File: src/rtl/hdtf_pkg.sv
`default_nettype none

package hdtf_pkg;

  // Window geometry, in frame byte positions
  localparam int unsigned WinLen     = 17;
  localparam int unsigned HistLen    = WinLen - 1;
  localparam int unsigned TailPos    = 16;
  localparam int unsigned LenPos     = 3;
  localparam int unsigned IdHiPos    = 6;
  localparam int unsigned IdLoPos    = 7;
  localparam int unsigned PayloadPos = 8;
  localparam int unsigned PayloadLen = 8;

  localparam int unsigned FillW      = $clog2(WinLen);
  localparam int unsigned CfgIdxW    = 8;
  localparam int unsigned QueueDepth = 2;

  localparam logic [7:0] HeadReset = 8'd170;
  localparam logic [7:0] TailReset = 8'd85;

  typedef enum logic [CfgIdxW-1:0] {
    CfgHeadByte = 8'd0,
    CfgTailByte = 8'd1
  } cfg_idx_e;

  typedef struct packed {
    logic [7:0]  length_code;
    logic [15:0] frame_id;
    logic [63:0] payload;
  } frame_t;

endpackage

`default_nettype wire

File: src/rtl/hdtf_front.sv
`default_nettype none

module hdtf_front (
  input  wire                          clk_i,
  input  wire                          rst_ni,
  input  wire                          cfg_valid_i,
  output logic                         cfg_ready_o,
  input  wire [hdtf_pkg::CfgIdxW-1:0]  cfg_index_i,
  input  wire [7:0]                    cfg_data_i,
  input  wire                          rx_valid_i,
  output logic                         rx_stall_o,
  input  wire [7:0]                    rx_byte_i,
  input  wire                          q_full_i,
  output logic                         push_o,
  output hdtf_pkg::frame_t             frame_o
);
  import hdtf_pkg::*;

  localparam logic [FillW-1:0] FillFull = FillW'(HistLen);

  logic [7:0]       head_q, head_d;
  logic [7:0]       tail_q, tail_d;
  logic [7:0]       win_q [HistLen];
  logic [FillW-1:0] fill_q, fill_d;
  logic             accept;

  assign cfg_ready_o = 1'b1;
  assign rx_stall_o  = q_full_i;
  assign accept      = rx_valid_i && !rx_stall_o;

  always_comb begin
    head_d = head_q;
    tail_d = tail_q;
    if (cfg_valid_i && cfg_ready_o) begin
      unique case (cfg_index_i)
        CfgHeadByte: head_d = cfg_data_i;
        CfgTailByte: tail_d = cfg_data_i;
        default: ;
      endcase
    end
  end

  // win_q holds the last 16 bytes, oldest at index 0; the incoming byte is frame byte 16
  assign push_o = accept && (fill_q == FillFull) && (win_q[0] == head_q)
                  && (rx_byte_i == tail_q);

  always_comb begin
    fill_d = fill_q;
    if (accept) begin
      priority if (push_o) begin
        fill_d = '0;
      end else if (fill_q == FillFull) begin
        fill_d = FillFull;
      end else begin
        fill_d = fill_q + 1'b1;
      end
    end
  end

  always_comb begin
    frame_o.length_code = win_q[LenPos];
    frame_o.frame_id    = {win_q[IdHiPos], win_q[IdLoPos]};
    for (int i = 0; i < PayloadLen; i++) begin
      frame_o.payload[8*i +: 8] = win_q[PayloadPos + i];
    end
  end

  always_ff @(posedge clk_i or negedge rst_ni) begin
    if (!rst_ni) begin
      head_q <= HeadReset;
      tail_q <= TailReset;
      fill_q <= '0;
    end else begin
      head_q <= head_d;
      tail_q <= tail_d;
      fill_q <= fill_d;
    end
  end

  always_ff @(posedge clk_i) begin
    if (accept) begin
      for (int i = 0; i < HistLen - 1; i++) begin
        win_q[i] <= win_q[i+1];
      end
      win_q[HistLen-1] <= rx_byte_i;
    end
  end

endmodule

`default_nettype wire

File: src/rtl/hdtf_queue.sv
`default_nettype none

module hdtf_queue (
  input  wire                   clk_i,
  input  wire                   rst_ni,
  input  wire                   push_i,
  input  wire hdtf_pkg::frame_t data_i,
  output logic                  full_o,
  input  wire                   pop_i,
  output logic                  valid_o,
  output hdtf_pkg::frame_t      data_o
);
  import hdtf_pkg::*;

  localparam int unsigned PtrW = (QueueDepth > 1) ? $clog2(QueueDepth) : 1;
  localparam int unsigned CntW = $clog2(QueueDepth + 1);
  localparam logic [PtrW-1:0] LastPtr = PtrW'(QueueDepth - 1);
  localparam logic [CntW-1:0] FullCnt = CntW'(QueueDepth);

  frame_t          mem_q [QueueDepth];
  logic [PtrW-1:0] wr_ptr_q, wr_ptr_d;
  logic [PtrW-1:0] rd_ptr_q, rd_ptr_d;
  logic [CntW-1:0] cnt_q, cnt_d;
  logic            do_push, do_pop;

  assign full_o  = (cnt_q == FullCnt);
  assign valid_o = (cnt_q != '0);
  assign data_o  = mem_q[rd_ptr_q];
  assign do_push = push_i && !full_o;
  assign do_pop  = pop_i && valid_o;

  always_comb begin
    wr_ptr_d = wr_ptr_q;
    rd_ptr_d = rd_ptr_q;
    cnt_d    = cnt_q;
    if (do_push) begin
      wr_ptr_d = (wr_ptr_q == LastPtr) ? '0 : wr_ptr_q + 1'b1;
    end
    if (do_pop) begin
      rd_ptr_d = (rd_ptr_q == LastPtr) ? '0 : rd_ptr_q + 1'b1;
    end
    unique case ({do_push, do_pop})
      2'b10:   cnt_d = cnt_q + 1'b1;
      2'b01:   cnt_d = cnt_q - 1'b1;
      default: cnt_d = cnt_q;
    endcase
  end

  always_ff @(posedge clk_i or negedge rst_ni) begin
    if (!rst_ni) begin
      wr_ptr_q <= '0;
      rd_ptr_q <= '0;
      cnt_q    <= '0;
    end else begin
      wr_ptr_q <= wr_ptr_d;
      rd_ptr_q <= rd_ptr_d;
      cnt_q    <= cnt_d;
    end
  end

  always_ff @(posedge clk_i) begin
    if (do_push) begin
      mem_q[wr_ptr_q] <= data_i;
    end
  end

endmodule

`default_nettype wire

File: src/rtl/hdtf_back.sv
`default_nettype none

module hdtf_back (
  input  wire                   clk_i,
  input  wire                   rst_ni,
  input  wire                   q_valid_i,
  input  wire hdtf_pkg::frame_t q_data_i,
  output logic                  pop_o,
  output logic                  out_valid_o,
  input  wire                   out_stall_i,
  output logic [7:0]            length_code_o,
  output logic [15:0]           frame_id_o,
  output logic [63:0]           payload_o,
  output logic [31:0]           sequence_number_o
);
  import hdtf_pkg::*;

  logic        out_valid_q, out_valid_d;
  logic [31:0] seq_q, seq_d;
  frame_t      frame_q;

  // take the next frame when the output register is empty or being drained
  assign pop_o = q_valid_i && (!out_valid_q || !out_stall_i);

  always_comb begin
    out_valid_d = out_valid_q;
    seq_d       = seq_q;
    priority if (pop_o) begin
      out_valid_d = 1'b1;
      seq_d       = seq_q + 32'd1;
    end else if (!out_stall_i) begin
      out_valid_d = 1'b0;
    end
  end

  always_ff @(posedge clk_i or negedge rst_ni) begin
    if (!rst_ni) begin
      out_valid_q <= 1'b0;
      seq_q       <= '0;
    end else begin
      out_valid_q <= out_valid_d;
      seq_q       <= seq_d;
    end
  end

  always_ff @(posedge clk_i) begin
    if (pop_o) begin
      frame_q <= q_data_i;
    end
  end

  assign out_valid_o       = out_valid_q;
  assign length_code_o     = frame_q.length_code;
  assign frame_id_o        = frame_q.frame_id;
  assign payload_o         = frame_q.payload;
  assign sequence_number_o = seq_q;

endmodule

`default_nettype wire

File: src/rtl/head_tail_frame_deframer.sv
`default_nettype none

// Fixed-length head/tail deframer. Takes one received byte per cycle while
// rx_stall_o is low and keeps the last 16 bytes; when the oldest equals
// head_byte (register 0) and the incoming byte equals tail_byte (register 1)
// it emits one frame and restarts the window, otherwise it slides by one byte.
// One byte is accepted every cycle unless rx_stall_o is high, with the window
// shift and the two byte compares done as it is taken. Frames wait in a
// two-entry queue ahead of the output register, and rx_stall_o rises only when
// that queue is full because the output side has held off. sequence_number_o
// counts frames from 1 and wraps at 2^32. Configuration writes are always
// ready and take effect on the next byte.
module head_tail_frame_deframer (
  input  wire                          clk_i,
  input  wire                          rst_ni,
  input  wire                          cfg_valid_i,
  output logic                         cfg_ready_o,
  input  wire [hdtf_pkg::CfgIdxW-1:0]  cfg_index_i,
  input  wire [7:0]                    cfg_data_i,
  input  wire                          rx_valid_i,
  output logic                         rx_stall_o,
  input  wire [7:0]                    rx_byte_i,
  output logic                         out_valid_o,
  input  wire                          out_stall_i,
  output logic [7:0]                   length_code_o,
  output logic [15:0]                  frame_id_o,
  output logic [63:0]                  payload_o,
  output logic [31:0]                  sequence_number_o
);
  import hdtf_pkg::*;

  frame_t front_frame, q_frame;
  logic   q_full, q_valid, push, pop;

  hdtf_front u_front (
    .clk_i       (clk_i),
    .rst_ni      (rst_ni),
    .cfg_valid_i (cfg_valid_i),
    .cfg_ready_o (cfg_ready_o),
    .cfg_index_i (cfg_index_i),
    .cfg_data_i  (cfg_data_i),
    .rx_valid_i  (rx_valid_i),
    .rx_stall_o  (rx_stall_o),
    .rx_byte_i   (rx_byte_i),
    .q_full_i    (q_full),
    .push_o      (push),
    .frame_o     (front_frame)
  );

  hdtf_queue u_queue (
    .clk_i   (clk_i),
    .rst_ni  (rst_ni),
    .push_i  (push),
    .data_i  (front_frame),
    .full_o  (q_full),
    .pop_i   (pop),
    .valid_o (q_valid),
    .data_o  (q_frame)
  );

  hdtf_back u_back (
    .clk_i             (clk_i),
    .rst_ni            (rst_ni),
    .q_valid_i         (q_valid),
    .q_data_i          (q_frame),
    .pop_o             (pop),
    .out_valid_o       (out_valid_o),
    .out_stall_i       (out_stall_i),
    .length_code_o     (length_code_o),
    .frame_id_o        (frame_id_o),
    .payload_o         (payload_o),
    .sequence_number_o (sequence_number_o)
  );

endmodule

`default_nettype wire

File: config.mk
export PLATFORM = sky130hd
export DESIGN_NAME = head_tail_frame_deframer
export DESIGN_NICKNAME = d
export VERILOG_FILES = /design/src/rtl/hdtf_pkg.sv /design/src/rtl/hdtf_front.sv /design/src/rtl/hdtf_queue.sv /design/src/rtl/hdtf_back.sv /design/src/rtl/head_tail_frame_deframer.sv
export SDC_FILE = /design/constraint.sdc
export NUM_CORES = 1
export LEC_CHECK = 0
export BUFFER_PORTS_ARGS = -buffer_cell sky130_fd_sc_hd__buf_2
export CORE_UTILIZATION = 63
export CTS_BUF_LIST = sky130_fd_sc_hd__clkbuf_8
export CTS_CLUSTER_DIAMETER = 120
export CTS_CLUSTER_SIZE = 30
export DETAILED_ROUTE_END_ITERATION = 12
export PLACE_DENSITY_LB_ADDON = 0.25
export SETUP_SLACK_MARGIN = 0.05
export SLEW_MARGIN = 10
export SYNTH_ARGS = -nofsm -noshare
export SYNTH_HDL_FRONTEND = slang
export SYNTH_HIERARCHICAL = 1
export SYNTH_SLANG_ARGS = --single-unit
File: constraint.sdc
create_clock -name clk_i -period 10.7 [get_ports clk_i]
set_clock_uncertainty 0.15 [all_clocks]
set_input_delay 0.535 -clock clk_i [delete_from_list [all_inputs] [get_ports clk_i]]
set_output_delay 0.535 -clock clk_i [all_outputs]
set_load 0.02 [all_outputs]
==> results summary, run 1 <==
The flow ran to the end, and the final reports show no timing, DRC or antenna violations. The die is 161 µm tall. Among all cell types in the netlist, the one instantiated most often is edfxtp_1. In the routed design, unresolved DRC markers number 0. The maximum count of clock buffers along a single path came out at 3.

Across the run, the number of max-cap violations was 0. The x dimension of the die is around 160 µm. The total detailed-routing wirelength came out at 24,200 µm. The share of post-route cells with drive strength above 1 is 0.329. The proportion of netlist area held by the largest area contributor is 0.740.

The cell type with the largest total area after synthesis is edfxtp_1. The congestion estimate from routability-driven global placement came to about 0.81. In this run the number of H-tree levels came out at 1. The number of antenna violations at the first check in global routing came out at 0. The standard-cell row count is between 50 and 60. The number of inserted diodes came out at 0.

The top-level port count came out at around 150. The number of buffers added on ports came out at 150. The count of cell types in the netlist came out at 39. The vias after detailed routing came out at 6,777.

The post-detailed-placement cell area is 16,800 µm². For this configuration, the core starts out at a cell density of 0.648. The peak fanout along the critical path came out at 71. Summing every instance area after synthesis gives 15,900 µm². The worst-case headroom to the max-slew limit is 0.375. The average instance area after synthesis is roughly 21 µm². The DRC violation total after the first TritonRoute iteration came out at 556.

The CTS tree is yes. The analysis attributes to cell leakage a power of 6.23 nW. STA classifies the critical path startpoint as a register. In the synthesized netlist the dominant register cell turns out to be edfxtp_1. The synthesized netlist cell count is 761.

The actual slew at the worst max-slew pin came out at 0.938 ns. The number of detailed-routing iterations run before antenna repair came out at 5. Clock latency on the worst-skew pair, taken at its later pin, is around 0.57 ns. The count of endpoints failing hold in the final timing report came out at 0.

The average wire per cell in the routed design came out at ~19 µm. For this design, the slowest cell found on the critical path is buf_4. The number of nets still failing antenna checks after routing came out at 0.

The die footprint is approximately 26,000 µm². The first-pass GRT wire length is approximately 38,000 µm. The master cell of the clock root buffer is clkbuf_8.

The post-detailed-placement half-perimeter wirelength is ~15,000 µm. The global-route total usage across every layer is 0.192. The top achievable clock speed is 226 MHz. Setup repair after global routing left no endpoint under its margin. The total grt overflow is 0. The finished cells cover 17,200 µm². The count of warnings emitted by yosys is 6. The worst supply voltage drop on vdd came out at ~0.00010 V. The final critical delay including setup and external delays came out at 4.42 ns. For this run, the slowest stage of the critical path takes approximately 0.76 ns. The async set or reset register ratio after synthesis is 0.129. The via count of the first global-routing pass came to 6,945. The sort of element at the end of the critical path is a register. Counting instances in the post-synthesis netlist gives the leading cell types as edfxtp_1 (392), mux2_2 (86), dfrtp_1 (50). The mean number of vias per cell is roughly 5.5. The clock net sink count came out at between 400 and 500. For flop-to-flop paths, the worst setup slack is between 6 and 7 ns. The relative area change from synthesis to final layout came out at 8.36%.

The min-delay analysis places its worst path in the category input port to register. The largest net degree at the start of global routing is between 70 and 80. The number of nets in the synthesized netlist is ~800. The sum of negative setup slack came out at 0 ns. The share of the Yosys chip area taken by registers is 0.832. Power comes to ~2.6 mW.

The buffers inserted during post-CTS setup optimization is 0. After clock tree synthesis, the clock-pin slew on the worst setup and hold paths is roughly 0.15 ns. Fill cells in the final layout number between 1,500 and 2,000. The number of buffers inserted by hold repair at cts is 7.

The final net count came out at between 900 and 1,000. The count of endpoints failing setup in the final report came out at 0. The number of cells traversed by the worst hold path came out at 1.

The most repeated library cell on the critical path is buf_4. For the worst setup path, the data required time is around 11 ns. The count of cells resized by post-cts repair came out at 0. The data arrival time of the critical path came out at between 4 and 5 ns. Clock tree synthesis inserted a total of 18 buffers. Traced cell by cell, the critical path runs through nand2b_1, inv_1, nor2b_4, buf_4, nand4_1, nor3_1, nand2_1, nor2_4, buf_4. The part of the cycle the worst path needs is 0.413.

The setup path with the least slack is of type register to register. The final max-slew violation count came out at 0. The number of flops mapped to enable cells by yosys came out at a little under 400.

The power density over cell area came out at between 150 and 200 nW/µm². The logic depth of the worst register-to-register path came out at 9. Synthesis inferred 450 register bits. By area the synthesized netlist is led by edfxtp_1 (74%), dfrtp_1 (7.9%), mux2_2 (6.1%), xnor2_1 (1.8%), mux2_4 (1.7%). The standard cell core area is around 25,000 µm².
[registers in the layout, summed over array words and instances, names as in the netlist, 8 cells and up]
register                  count
u_queue/mem_q               176
u_front/win_q               128
u_back/length_code_o          8
u_back/sequence_number_o     32
u_front/head_q                8
u_back/frame_id_o            16
u_back/payload_o             64
u_front/tail_q                8
[cells in the final DEF (no fill, tap or decap), drive strengths merged, types with 14 or more instances in the layout]
cell type | synthesis | layout
buf | 39 | 157
clkbuf | 1 | 19
dfrtp | 50 | 50
edfxtp | 392 | 392
inv | 5 | 18
mux2 | 104 | 104
nand2 | 22 | 22
nand3 | 14 | 14
nand4 | 19 | 19
nor2 | 14 | 14
xnor2 | 32 | 32
xor2 | 22 | 22
[final timing paths]
check                                          startpoint                                       to
min reg2reg                u_front/win_q[0][21]$_DFFE_PP_           u_front/win_q[0][13]$_DFFE_PP_
min in group asynchronous                          rst_ni  u_back/sequence_number_o[9]$_DFFE_PN0P_
min                                          rx_byte_i[7]           u_front/win_q[3][31]$_DFFE_PP_
max reg2reg                  u_queue/cnt_q[0]$_DFFE_PN0P_           u_queue/mem_q[0][63]$_DFFE_PP_
max                          u_queue/cnt_q[0]$_DFFE_PN0P_           u_queue/mem_q[0][63]$_DFFE_PP_
max in group asynchronous                          rst_ni             u_queue/rd_ptr_q$_DFFE_PN0P_
[layout make-up]
type / instances / area (µm²) / area share
tap: 324 / 405 / 0.0235
clock buffer: 19 / 262 / 0.0152
multi-input combinational: 266 / 2370 / 0.138
sequential: 450 / 13200 / 0.768
clock inverter: 13 / 48.8 / 0.00283
inverter: 5 / 21.3 / 0.00123
timing repair buffer: 165 / 883 / 0.0513
[per-stage QoR]
step / setup WS [ns] / std cells / util / hold slack [ns]
2_1_floorplan: 3.36 / 761 / - / 0.0894
6_report: 6.28 / 1242 / 0.702 / 0.0574
4_1_cts: 6.17 / 1241 / 0.702 / 0.00436
3_5_place_dp: 6.21 / 1202 / 0.686 / 0.255
5_1_grt: 5.76 / 1242 / 0.702 / 0.00144
3_3_place_gp: 6.30 / 1202 / 0.686 / 0.252
[power breakdown]
part | internal, mW | switching [mW] | total [mW]
Combinational | 0.0200 | 0.0305 | 0.0504
Clock | 0.169 | 0.441 | 0.610
Sequential | 1.95 | 0.0301 | 1.98
[worst max-delay path: cells and delay by family, from the launching register on]
| family | cells | cell delay [ns] |
|---|---|---|
| buf+inv | 3 | 1.51 |
| simple gates | 6 | 1.89 |
| flops | 1 | 0.43 |
[metal layers]
layer  GRT usage  up-vias  part of all wire
met2       0.318      197              0.50
met1       0.271     3392              0.43
met5           0        -                 0
met4      0.0639        0             0.029
li1            -     3138                 -
met3      0.0225       50             0.047
[cells by family (layout without fill, tap and decap cells)]
group / count (synthesis) / after routing / synth area share
flip-flops: 450 / 450 / 0.832
buffers and inverters: 45 / 202 / 0.0198
AND/OR/NAND/NOR: 97 / 97 / 0.0341
multiplexers: 105 / 105 / 0.0785
XOR/XNOR: 54 / 54 / 0.0297
AO/OA/AOI/OAI: 5 / 5 / 0.00228
other: 1 / 1 / 0.000236
adder cells (fa/ha/maj): 4 / 4 / 0.00315
No activity file was read; power rests on OpenSTA's default activity.
==> run 2: changes to the inputs <==
--- a/config.mk
+++ b/config.mk
@@ -5,8 +5,9 @@
 export SDC_FILE = /design/constraint.sdc
 export NUM_CORES = 1
 export LEC_CHECK = 0
+export ABC_AREA = 1
 export BUFFER_PORTS_ARGS = -buffer_cell sky130_fd_sc_hd__buf_2
-export CORE_UTILIZATION = 63
+export CORE_UTILIZATION = 61
 export CTS_BUF_LIST = sky130_fd_sc_hd__clkbuf_8
 export CTS_CLUSTER_DIAMETER = 120
 export CTS_CLUSTER_SIZE = 30
==> constraint.sdc (replaced) <==
create_clock -name clk_i -period 4.3 [get_ports clk_i]
set_clock_uncertainty 0.15 [all_clocks]
set_input_delay 0.215 -clock clk_i [delete_from_list [all_inputs] [get_ports clk_i]]
set_output_delay 0.215 -clock clk_i [all_outputs]
set_load 0.02 [all_outputs]
==> run 2 against run 1 <==
Against the previous run: synthesized cell count rose by 55%; sequential power grew 150%; power grew to 2.5 times the previous value; core utilization is 2.4 points lower; register-to-register slack lost 4.9 ns; cell area is 5.8% higher; global-route usage up 1.6 points; first-iteration DRC count up 39%; wire length rose by 21%; final cell count is 36% higher; clock power increased to 2.6 times the previous value.
==> results summary, run 2 <==
The flow ran to the end, and the final reports show no timing, DRC or antenna violations. The average wire per cell in the routed design is 17.2 µm (-11%). The number of flip-flops in the largest register came out at 176 (unchanged). The adder-cell share of the synthesized area is 0.00300 (-0.000144). The number of nets still failing antenna checks after routing was 0 (unchanged). The register-to-register path setup slack came to 1.38 ns (-4.90 ns). The standard cell core area is 26,900 µm² (+9.5%).

The tightest hold margin is 0.155 ns (+0.0977 ns). The count of endpoints failing setup in the final report was 0 (unchanged). The setup slack after placement is 1.42 ns (-4.78 ns).

The number of levels in the clock H-tree came to 1 (unchanged). The post-detailed-placement half-perimeter wirelength came out at 17,700 µm (+17%). Setup repair after global routing left no endpoint under its margin. The worst setup path is launched from a register.

The share of the synthesized area in compound gates (AO/OA/AOI/OAI) is 0.00991 (+0.00763). The power density over cell area came out at 366 nW/µm² (+140%). The register with the most flip-flops in the final layout is u_queue/mem_q. STA classifies the critical path endpoint as a register. The switching fraction of total power is 0.199 (+0.00898). The final critical delay including setup and external delays came out at 2.92 ns (-1.50 ns). The logic depth of the worst register-to-register path came out at 9 (unchanged). The weighted congestion at the end of routability-driven global placement is 0.877 (+9.0%). The highest cell delay on the worst timing path is 0.66 ns (-0.10 ns).

The part of the cycle the worst path needs is 0.679 (+0.266). The sequential share of power is 0.739 (-0.011). The DRC violation total after the first TritonRoute iteration was 774 (+39%). The area taken by multi-input logic gates is 2800 µm² (+18%). The via count of the first global-routing pass is 8,353 (+20%). The initial core utilization is 0.620 (-0.0280).

The net switching power of the design is 1.33 mW (+160%). The data arrival time of the critical path is 3.08 ns (-1.39 ns). The utilization of the core after routing is 0.678 (-0.0239). Among all cell types in the netlist, the one instantiated most often is nand2_1. The synthesized netlist cell count is 1,181 (+55%).

The endpoint of the worst register-to-register path is u_queue/mem_q[0][55]$_DFFE_PP_. The number of antenna violations at the first check in global routing came to 0 (unchanged). The largest net degree at the start of global routing is 90 (+25%). The mux cell area share after synthesis was 0 (-0.0785). The number of inserted diodes came out at 0 (unchanged). The worst supply voltage drop on vdd came out at 0.000342 V (+230%). The top-level port count was 152 (unchanged). TritonCTS built the clock tree. The startpoint-to-endpoint class of the critical path is register to register. The clock power share came to 0.234 (+0.003). The commonest cells after synthesis are nand2_1 (410), edfxtp_1 (392), inv_1 (83). The maximum count of clock buffers along a single path is 3 (unchanged). The total CTS buffers is 18 (unchanged).

The average instance area after synthesis is 14.1 µm² (-32%). The data required time at the worst endpoint is 4.46 ns (-6.29 ns). Yosys attributes the largest share of cell area to edfxtp_1 (71%), nand2_1 (9.2%), dfrtp_1 (7.5%), inv_1 (1.9%), buf_4 (1.3%). The tightest min-delay check is of the input port to async pin type. Compared with the post-synthesis result, the final layout area differs by 9.41%. The cell type with the largest total area after synthesis is edfxtp_1. The proportion of netlist area held by the largest area contributor came out at 0.706 (-0.0340). The share of total power in combinational logic is 0.027 (+0.008).

The mean number of vias per cell was 5.23 (-4.1%). The number of detailed-routing iterations run before antenna repair is 8 (+3). The total standard cell area after synthesis is 16,700 µm² (+4.8%). The master cell of the clock root buffer is clkbuf_8. The layout filler cell count came out at 1,860 (+22%).

The number of flops mapped to enable cells by yosys came out at 392 (unchanged). The part of the Yosys area used for sequential elements came to 0.794 (-0.0382). The global-route total usage across every layer came to 0.208 (+0.0161). Walking the worst path, the cells encountered are inv_1, or2_2, nand2_1, nor3_1, nand2_1, nor2_2, nand3_1, clkinvlp_4, buf_4. Leaving out fill and tap cells, the most frequent cell in the layout is nand2_1. The xor and xnor fraction of the mapped netlist area came out at 0.0125 (-0.0172). The count of endpoints failing hold in the final timing report was 0 (unchanged). The actual slew at the worst max-slew pin is 1.14 ns (+0.201 ns).

The clock insertion delay at the later pin of the skew report is 0.58 ns (about the same). The count of unresolved DRC violations after routing was 0 (unchanged). The async set or reset register ratio after synthesis came to 0.129 (unchanged). The total detailed-routing wirelength is 29,200 µm (+21%).

The main combinational cell family by area after synthesis is simple AND/OR/NAND/NOR gates. The worst-case headroom to the max-slew limit is 0.241 (-0.134). The internal power component was 5.34 mW (+150%).

The number of buffers added on ports came to 150 (unchanged). The count of cell types in the netlist is 34 (-13%). The total grt overflow was 0 (unchanged). The fraction of the mapped netlist area in simple logic gates came out at 0.141 (+0.107). The final max-slew violation count came out at 0 (unchanged). For this design, the slowest cell found on the critical path is clkinvlp_4. The final worst setup slack is 1.38 ns (-4.90 ns). The number of nets in the synthesized netlist came to 1,214 (+53%). The post-synthesis sequential element count is 450 (unchanged). The leakage power summed over all cells came out at 7.24 nW (+16%).

The first-pass GRT wire length is 45,000 µm (+19%). The die outline height is 167 µm (+4.0%). Counting stages on the worst path, the most repeated cell is nand2_1. The clock net sink count came out at 450 (unchanged). In the layout the commonest cells are nand2_1 (410), edfxtp_1 (392), buf_2 (150).

The startpoint of the worst-slack reg-to-reg timing path is u_front/head_q[1]$_DFFE_PN1P_. The final net count came out at 1,374 (+46%). The clock-pin slew on the worst setup and hold paths came to 0.17 ns (+0.02 ns).

Among all flip-flop cells after synthesis, the most frequent one is edfxtp_1. The x dimension of the die came to 167 µm (+4.0%). The count of warnings emitted by yosys was 6 (unchanged). The peak fanout along the critical path was 34 (-52%). The die footprint came out at 28,000 µm² (+8.1%).

The share of post-route cells with drive strength above 1 is 0.180 (-0.149). The top achievable clock speed is 343 MHz (+51%). The standard-cell row count came out at 60 (+5.3%).

The vias after detailed routing is 8,867 (+31%). The buffers inserted during post-CTS setup optimization came to 0 (unchanged). The count of cells resized by post-cts repair is 0 (unchanged). The sequential cell area is 13,200 µm² (about the same).

The number of violations of the max-capacitance limit came out at 0 (unchanged).
[run 2: cell count changes in the layout (fill, tap and decap cells not counted), sizes merged, moves of 21 or more]
| cell | before | now |
|---|---|---|
| nor2 | 14 | 59 |
| mux2 | 104 | 0 |
| xnor2 | 32 | 10 |
| dlygate4sd3 | 8 | 29 |
| inv | 18 | 98 |
| nand2 | 22 | 422 |
[run 2: per-layer routing]
| metal | global-route usage | part of all wire | vias to the layer above |
|---|---|---|---|
| met1 | 0.309 | 0.45 | 4345 |
| li1 | - | - | 4265 |
| met3 | 0.0225 | 0.040 | 34 |
| met2 | 0.337 | 0.49 | 223 |
| met4 | 0.0483 | 0.018 | 0 |
| met5 | 0 | 0 | - |
[run 2: kinds of logic after synthesis]
kind of cell / after synthesis
adder cells (fa/ha/maj): 4
AO/OA/AOI/OAI: 21
AND/OR/NAND/NOR: 549
flip-flops: 450
other: 1
buffers and inverters: 133
XOR/XNOR: 23
[run 2: timing repair]
action / in CTS / in global routing
hold buffers: 29 / 0
endpoints found under the hold margin: 78 / 0
setup endpoints to repair: 0 / 0
[run 2: worst max path at each step]
stage | endpoint | depth (start not counted) | from
after floorplan | u_queue/mem_q[1][0]$_DFFE_PP_ | 9 | u_queue/cnt_q[1]$_DFFE_PN0P_
after global placement | u_queue/mem_q[0][80]$_DFFE_PP_ | 11 | u_front/fill_q[0]$_DFFE_PN0P_
after detailed placement | u_queue/mem_q[0][85]$_DFFE_PP_ | 9 | u_front/head_q[1]$_DFFE_PN1P_
after CTS | u_queue/mem_q[0][62]$_DFFE_PP_ | 9 | u_front/head_q[1]$_DFFE_PN1P_
after global routing | u_queue/mem_q[0][24]$_DFFE_PP_ | 11 | u_front/fill_q[0]$_DFFE_PN0P_
final | u_queue/mem_q[0][55]$_DFFE_PP_ | 9 | u_front/head_q[1]$_DFFE_PN1P_
[run 2: power groups by stage]
stage	registers, mW	clock network (mW)	logic (mW)
after CTS	4.93	1.61	0.184
after floorplan	4.99	0	0.122
after global placement	5.01	0	0.158
after global routing	4.94	1.73	0.207
final	4.93	1.56	0.183
after detailed placement	5.02	0	0.165
[run 2: cell type report]
type | count | area share
multi-input cells | 598 | 0.154
inverters | 86 | 0.0182
well taps | 341 | 0.0234
clock buffers | 19 | 0.0143
clock inverters | 13 | 0.00268
repair buffers | 187 | 0.0618
flip-flops and latches | 450 | 0.726
[run 2: critical path: cells and delay by family (launching register included)]
family | cells | cell delay, ns
flops | 1 | 0.56
simple gates | 6 | 0.70
buf+inv | 3 | 1.21
[run 2: through the flow]
| step | TNS [ns] | power [mW] | cell area [µm²] | instances |
|---|---|---|---|---|
| after floorplan | -84.52 | 5.11 | 16700 | 1181 |
| after global placement | 0 | 5.17 | 17600 | 1633 |
| after detailed placement | 0 | 5.19 | 17600 | 1633 |
| after CTS | 0 | 6.72 | 18200 | 1694 |
| after global routing | 0 | 6.88 | 18200 | 1694 |
| final | 0 | 6.67 | 18200 | 1694 |
